### config.mk
export PLATFORM = sky130hd
export DESIGN_NAME = cartridge_bank_mapper_with_irq_top
export DESIGN_NICKNAME = d
export VERILOG_FILES = /design/src/rtl/cbm_pkg.sv /design/src/rtl/cartridge_bank_mapper_with_irq_top.sv /design/src/rtl/cbm_core.sv
export SDC_FILE = /design/constraint.sdc
export NUM_CORES = 1
export LEC_CHECK = 0
export ABC_AREA = 1
export BUFFER_PORTS_ARGS = -buffer_cell sky130_fd_sc_hd__buf_2
export CORE_UTILIZATION = 45
export CTS_CLUSTER_SIZE = 30
export DETAILED_ROUTE_END_ITERATION = 6
export PLACE_DENSITY_LB_ADDON = 0.12
export SYNTH_ARGS = -nofsm -noshare
export SYNTH_HDL_FRONTEND = slang
export SYNTH_SLANG_ARGS = --single-unit
### constraint.sdc
create_clock -name i_clk -period 5.9 [get_ports i_clk]
set_input_delay 0 -clock i_clk [delete_from_list [all_inputs] [get_ports i_clk]]
set_output_delay 0 -clock i_clk [all_outputs]
set_load 0.05 [all_outputs]
### src/rtl/cbm_pkg.sv
package cbm_pkg;

    // Input item kinds (tuser on the slave side)
    typedef enum logic {
        KIND_WRITE = 1'b0,
        KIND_TICK  = 1'b1
    } t_kind;

    // Register regions, address bits 15..12
    typedef enum logic [3:0] {
        REGION_PRG16  = 4'h8,
        REGION_SOUND1 = 4'h9,
        REGION_SOUND2 = 4'hA,
        REGION_MIRROR = 4'hB,
        REGION_PRG8   = 4'hC,
        REGION_CHR_LO = 4'hD,
        REGION_CHR_HI = 4'hE,
        REGION_IRQ    = 4'hF
    } t_region;

    // Sub-register select, address bits 1..0 after the optional swap
    typedef enum logic [1:0] {
        SEL_0 = 2'd0,
        SEL_1 = 2'd1,
        SEL_2 = 2'd2,
        SEL_3 = 2'd3
    } t_sel;

    // IRQ control bits
    localparam int CTRL_ACK_EN = 0;
    localparam int CTRL_EN     = 1;
    localparam int CTRL_CYCLE  = 2;

    localparam logic [7:0] PRG8_RESET    = 8'hFE;
    localparam logic [7:0] COUNT_MAX     = 8'hFF;
    localparam logic [9:0] PRESCALE_STEP = 10'd3;
    localparam int         NUM_CHR       = 8;

    typedef struct packed {
        t_kind       kind;
        logic [15:0] address;
        logic [7:0]  write_data;
    } t_item;

    typedef struct packed {
        logic [1:0]               mirroring;
        logic [NUM_CHR-1:0][7:0]  chr_bank;
        logic [7:0]               prg_bank_8k;
        logic [7:0]               prg_bank_16k;
        logic                     irq_asserted;
    } t_map_view;

endpackage

### src/rtl/cartridge_bank_mapper_with_irq_top.sv
// Cartridge bank mapper with an 8-bit IRQ counter.
//
// Slave stream: one item per transfer. tuser = kind (0 CPU write, 1 CPU-cycle
// tick); tdata = address in [15:0], write data in [23:16]. Writes below 0x8000
// and to the sound registers change nothing but still return a result.
// Master stream: one result per input item, showing the mapper state after
// that item: IRQ pending, both PRG banks, eight CHR banks and mirroring.
// Config: i_cfg_we/i_cfg_wdata set the A0/A1 swap; write only while idle.
//
// Path from the input transfer to o_m_axis_tvalid: the input register, then the
// state update and the result register. Throughput: one item per clock while
// the receiver keeps tready high; the only loop is the state update in cbm_core.
// Stall: when the receiver holds tready low, the result register holds and the
// input register still takes one more item; o_s_axis_tready then drops until the
// result is taken.
// Reset (synchronous, active low): both stages empty, PRG banks 0 and 0xFE,
// CHR bank i = i, IRQ logic, mirroring and swap cleared.
module cartridge_bank_mapper_with_irq_top #(
    parameter int PRESCALE_RELOAD = 341
) (
    input  logic        i_clk,
    input  logic        i_rst_n,
    // slave stream
    input  logic        i_s_axis_tvalid,
    output logic        o_s_axis_tready,
    input  logic [23:0] i_s_axis_tdata,   // address[15:0], write_data[23:16]
    input  logic        i_s_axis_tuser,   // kind
    // master stream
    output logic        o_m_axis_tvalid,
    input  logic        i_m_axis_tready,
    // irq_asserted[0], prg_bank_16k[8:1], prg_bank_8k[16:9],
    // chr_bank_0..7[80:17] (8 bits each, slot 0 lowest), mirroring[82:81], zero[87:83]
    output logic [87:0] o_m_axis_tdata,
    // configuration
    input  logic        i_cfg_we,
    input  logic        i_cfg_wdata       // address_swap
);
    import cbm_pkg::*;

    logic       r_in_valid;
    t_item      r_in_item;
    logic       r_out_valid;
    t_map_view  r_out_view;
    t_map_view  core_next;
    logic       advance;
    logic       s_xfer;

    // item moves from the input register into the result register
    assign advance         = r_in_valid && (!r_out_valid || i_m_axis_tready);
    assign o_s_axis_tready = !r_in_valid || advance;
    assign s_xfer          = i_s_axis_tvalid && o_s_axis_tready;

    always_ff @(posedge i_clk) begin
        if (!i_rst_n) begin
            r_in_valid <= 1'b0;
        end else if (s_xfer) begin
            r_in_valid <= 1'b1;
        end else if (advance) begin
            r_in_valid <= 1'b0;
        end
    end

    always_ff @(posedge i_clk) begin
        if (s_xfer) begin
            r_in_item.kind       <= t_kind'(i_s_axis_tuser);
            r_in_item.address    <= i_s_axis_tdata[15:0];
            r_in_item.write_data <= i_s_axis_tdata[23:16];
        end
    end

    cbm_core #(
        .PRESCALE_RELOAD(PRESCALE_RELOAD)
    ) u_core (
        .i_clk      (i_clk),
        .i_rst_n    (i_rst_n),
        .i_cfg_we   (i_cfg_we),
        .i_cfg_wdata(i_cfg_wdata),
        .i_fire     (advance),
        .i_item     (r_in_item),
        .o_next     (core_next)
    );

    always_ff @(posedge i_clk) begin
        if (!i_rst_n) begin
            r_out_valid <= 1'b0;
        end else if (advance) begin
            r_out_valid <= 1'b1;
        end else if (i_m_axis_tready) begin
            r_out_valid <= 1'b0;
        end
    end

    always_ff @(posedge i_clk) begin
        if (advance) begin
            r_out_view <= core_next;
        end
    end

    assign o_m_axis_tvalid = r_out_valid;
    assign o_m_axis_tdata  = {5'b0, r_out_view};

endmodule

### src/rtl/cbm_core.sv
module cbm_core #(
    parameter int PRESCALE_RELOAD = 341
) (
    input  logic              i_clk,
    input  logic              i_rst_n,
    input  logic              i_cfg_we,
    input  logic              i_cfg_wdata,
    input  logic              i_fire,
    input  cbm_pkg::t_item    i_item,
    output cbm_pkg::t_map_view o_next
);
    import cbm_pkg::*;

    localparam logic [9:0] RELOAD_10 = 10'(PRESCALE_RELOAD);

    logic                     r_swap;
    logic [2:0]               r_irq_control, n_irq_control;
    logic [7:0]               r_irq_count, n_irq_count;
    logic [7:0]               r_irq_reload, n_irq_reload;
    logic [9:0]               r_prescaler, n_prescaler;
    logic                     r_irq_pending, n_irq_pending;
    logic [7:0]               r_prg16, n_prg16;
    logic [7:0]               r_prg8, n_prg8;
    logic [NUM_CHR-1:0][7:0]  r_chr, n_chr;
    logic [1:0]               r_mirror, n_mirror;

    t_sel    sel;
    t_region region;
    logic    clock_cnt;

    always_comb begin
        sel    = r_swap ? t_sel'({i_item.address[0], i_item.address[1]})
                        : t_sel'(i_item.address[1:0]);
        region = t_region'(i_item.address[15:12]);

        n_irq_control = r_irq_control;
        n_irq_count   = r_irq_count;
        n_irq_reload  = r_irq_reload;
        n_prescaler   = r_prescaler;
        n_irq_pending = r_irq_pending;
        n_prg16       = r_prg16;
        n_prg8        = r_prg8;
        n_chr         = r_chr;
        n_mirror      = r_mirror;
        clock_cnt     = 1'b0;

        if (i_item.kind == KIND_TICK) begin
            if (r_irq_control[CTRL_EN]) begin
                if (r_irq_control[CTRL_CYCLE]) begin
                    clock_cnt = 1'b1;
                end else if (r_prescaler < PRESCALE_STEP) begin
                    // 10-bit wrap matches the masked reload
                    n_prescaler = r_prescaler + RELOAD_10 - PRESCALE_STEP;
                    clock_cnt   = 1'b1;
                end else begin
                    n_prescaler = r_prescaler - PRESCALE_STEP;
                end
            end
            if (clock_cnt) begin
                if (r_irq_count == COUNT_MAX) begin
                    n_irq_count   = r_irq_reload;
                    n_irq_pending = 1'b1;
                end else begin
                    n_irq_count = r_irq_count + 8'd1;
                end
            end
        end else if (i_item.address[15]) begin
            unique case (region)
                REGION_PRG16: n_prg16 = i_item.write_data;
                REGION_PRG8:  n_prg8  = i_item.write_data;
                REGION_MIRROR: begin
                    if (sel == SEL_3) begin
                        n_mirror = i_item.write_data[3:2];
                    end
                end
                REGION_CHR_LO: n_chr[{1'b0, sel}] = i_item.write_data;
                REGION_CHR_HI: n_chr[{1'b1, sel}] = i_item.write_data;
                REGION_IRQ: begin
                    unique case (sel)
                        SEL_0: n_irq_reload = i_item.write_data;
                        SEL_1: begin
                            n_irq_control = i_item.write_data[2:0];
                            if (i_item.write_data[CTRL_EN]) begin
                                n_irq_count = r_irq_reload;
                                n_prescaler = RELOAD_10;
                            end
                            n_irq_pending = 1'b0;
                        end
                        SEL_2: begin
                            // ack: enable takes the enable-after-ack bit
                            n_irq_control[CTRL_EN] = r_irq_control[CTRL_ACK_EN];
                            n_irq_pending          = 1'b0;
                        end
                        SEL_3: ;  // sound register
                        default: ;
                    endcase
                end
                default: ;  // sound regions
            endcase
        end

        o_next.irq_asserted = n_irq_pending;
        o_next.prg_bank_16k = n_prg16;
        o_next.prg_bank_8k  = n_prg8;
        o_next.chr_bank     = n_chr;
        o_next.mirroring    = n_mirror;
    end

    always_ff @(posedge i_clk) begin
        if (!i_rst_n) begin
            r_swap <= 1'b0;
        end else if (i_cfg_we) begin
            r_swap <= i_cfg_wdata;
        end
    end

    always_ff @(posedge i_clk) begin
        if (!i_rst_n) begin
            r_irq_control <= '0;
            r_irq_count   <= '0;
            r_irq_reload  <= '0;
            r_prescaler   <= '0;
            r_irq_pending <= 1'b0;
            r_prg16       <= '0;
            r_prg8        <= PRG8_RESET;
            for (int i = 0; i < NUM_CHR; i++) begin
                r_chr[i] <= 8'(i);
            end
            r_mirror      <= '0;
        end else if (i_fire) begin
            r_irq_control <= n_irq_control;
            r_irq_count   <= n_irq_count;
            r_irq_reload  <= n_irq_reload;
            r_prescaler   <= n_prescaler;
            r_irq_pending <= n_irq_pending;
            r_prg16       <= n_prg16;
            r_prg8        <= n_prg8;
            r_chr         <= n_chr;
            r_mirror      <= n_mirror;
        end
    end

endmodule

==> results.json <==
{
  "crit_path_end_kind": "register",
  "cts_tree": "built",
  "gp_congestion": 0.824,
  "coreArea_um2": 20200,
  "first_iter_violations": 530,
  "maxCapViolations": 0,
  "cts_root_buf": "clkbuf_16",
  "path_clk_slew_ps": 60,
  "setup_viol": 0,
  "drive_above_1_share_pct": 14.0,
  "portBuffers": 105,
  "leakage_nw": 4.81,
  "worst_pin_slew_ps": 1070,
  "die_x_um": 146,
  "syn_area_um2": 9270,
  "n_antenna_cell": 0,
  "htree_levels": 1,
  "rows": 52,
  "fin_tns_setup_ps": 0,
  "routed_wl_mm": 23.0,
  "hold_depth": 2,
  "slew-limit-headroom_pct": 28.3,
  "layout_commonest_cell": "o21ai_0",
  "grt_pass1_wl_mm": 36.3,
  "vias": 7440,
  "worstPathArrival_ps": 3660,
  "num_io_pins": 121,
  "path_cells": "inv_2 > nand2_1 > nor2_2 > nand2_1 > inv_2 > o21ai_0 > o21ai_0 > inv_1",
  "hold_buffers": 22,
  "cts_setup_buffers": 0,
  "area_growth_syn_to_layout_pct": 17.1,
  "r2r_end": "u_core.r_chr[48]",
  "grt_max_degree": 94,
  "synth-seq-cells": 213,
  "skew_ps": 10.6,
  "synthCells": 1079,
  "report.final.slew_viol_count": 0,
  "critPathMaxFanout": 17,
  "status": "complete, no violations",
  "multi_input_comb_area_um2": 3130,
  "ff_latch_area_um2": 5250,
  "ys_types": 39,
  "whs_ps": 205,
  "period_needed_ps": 3270,
  "avgSynthCellArea_um2": 8.59,
  "overflow": 0,
  "final_nets": 1224,
  "power.density_nw_per_um2": 320,
  "path_class": "reg -> reg",
  "ys_warn_count": 0,
  "track_usage_pct": 21.7,
  "cts_made_buffers": 23,
  "dr.pass1.iters": 5,
  "yosysSeqAreaShare_pct": 56.6,
  "reg2reg_from": "r_in_item[24]",
  "total_power_mw": 3.47,
  "cp_top_family": "simple AND/OR/NAND/NOR gates",
  "die_area_um2": 21200,
  "cp_slowest_stage_delay_ps": 750,
  "place_hpwl_mm": 14.5,
  "reg2reg_depth": 8,
  "crit_buf_inv": 3,
  "cts_buffer_depth": 3,
  "hold_violations": 0,
  "start_util_pct": 45.8,
  "cts.sinks": 213,
  "fmax_mhz": 306,
  "cp.required_ps": 6300,
  "drt-wirelength-per-cell_um": 15.6,
  "grt_setup_unrepaired": "false",
  "postRouteAntennaNets": 0,
  "period_share_pct": 55.4,
  "hold_end": "r_in_item[5]",
  "place_ws_ps": 2680,
  "post-route-drc-count": 0,
  "critPathSlowestCell": "edfxtp_1",
  "hp-start": "i_s_axis_tdata[21]",
  "fillers": 1933,
  "min_path_type": "in -> reg",
  "rrSetupSlack_ps": 2630,
  "critPathLaunchType": "register",
  "max-vdd-ir-drop_mv": 0.245,
  "die_h_um": 146,
  "grt_pass1_vias": 6690,
  "setup_ws_ps": 2630,
  "avgViaCountPerCell": 5.05,
  "clk_latency_ps": 510,
  "final_cell_mix": "o21ai_0, inv_1, nand2_1, dfxtp_1, buf_2",
  "cts_resized": 0,
  "antenna_found_initial": 0
}
[synth_stat cells (all sizes together)]
library cell	count	area share (%)
o21ai	182	9.8
inv	173	7.0
nand2	166	6.9
dfxtp	115	25
nor2	102	4.6
edfxtp	98	32
a21oi	97	5.2
buf	26	1.8
clkbuf	26	1.1
o22ai	24	1.7
nand3	22	1.4
nor3	11	0.72
ha	6	0.81
nand4	6	0.41
xor2	6	0.57
o31ai	5	0.41
or2	5	0.34
o211ai	2	0.16
o221ai	2	0.19
a31oi	1	0.068
clkinv	1	0.040
conb	1	0.040
nor4	1	0.068
o21a	1	0.081
[power by group]
| part | internal, mW | total [mW] | switching (mW) |
|---|---|---|---|
| Combinational | 0.107 | 0.418 | 0.311 |
| Sequential | 1.64 | 1.68 | 0.0409 |
| Clock | 0.810 | 1.38 | 0.567 |
[area by class of cell]
class	instances	share of cell area [%]
clock buffer	33	5.65
inverter	174	6.04
timing repair buffer	131	7.15
multi-input combinational	644	28.8
tap	270	3.11
sequential	213	48.4
clock inverter	8	0.865
[how the worst max path moves through the flow]
stage | end | startpoint | slack [ps] | cells after the start
6_report | u_core.r_chr[48] | r_in_item[24] | 2630 | 8
5_1_grt | u_core.r_chr[48] | r_in_item[24] | 2420 | 8
4_1_cts | u_core.r_chr[48] | r_in_item[24] | 2640 | 8
3_5_place_dp | u_core.r_chr[48] | r_in_item[24] | 2680 | 8
3_3_place_gp | u_core.r_chr[48] | r_in_item[24] | 2670 | 8
2_1_floorplan | o_m_axis_tdata[0] | o_m_axis_tvalid | 1920 | 5
[metal layers]
layer / up-vias / part of all wire [%] / GRT usage, % / wire [um]
met4: 0 / 1.9 / 5.42 / 444
met2: 204 / 43 / 33.1 / 9860
met3: 36 / 5.8 / 3.57 / 1330
met1: 3419 / 49 / 32.1 / 11400
met5: - / 0 / 0 / 0
li1: 3781 / - / - / -
[flip-flops by register name (all words and copies together), names as in the netlist]
| name | count |
|---|---|
| o_m_axis_tdata | 83 |
| u_core.r_irq_control | 3 |
| u_core.r_prescaler | 10 |
| r_in_valid | 1 |
| u_core.r_prg8 | 8 |
| u_core.r_chr | 64 |
| u_core.r_irq_reload | 8 |
| o_m_axis_tvalid | 1 |
| u_core.r_irq_pending | 1 |
| u_core.r_irq_count | 8 |
| r_in_item | 15 |
| u_core.r_mirror | 2 |
| u_core.r_prg16 | 8 |
| u_core.r_swap | 1 |
[cell families after synthesis]
logic type      synth area share (%)
other cells                   0.0405
xor+xnor                       0.567
fa+ha+maj                      0.810
simple gates                    14.4
flops                           56.6
buf+inv                         9.90
compound gates                  17.7
[worst register-to-register path: cells and delay by family (launching register included)]
family / cells / cell delay [ps]
simple gates: 3 / 1340
compound gates: 2 / 360
buf+inv: 3 / 710
flops: 1 / 750
[metrics by stage]
step | cell area (um2) | cells | utilization [%]
global placement | 9920 | 1410 | 49.0
global route | 10800 | 1473 | 53.6
floorplan | 9280 | 1083 | -
finish | 10800 | 1473 | 53.6
detailed placement | 9920 | 1410 | 49.0
CTS | 10800 | 1473 | 53.6
Power figures use the tool's default switching activity.
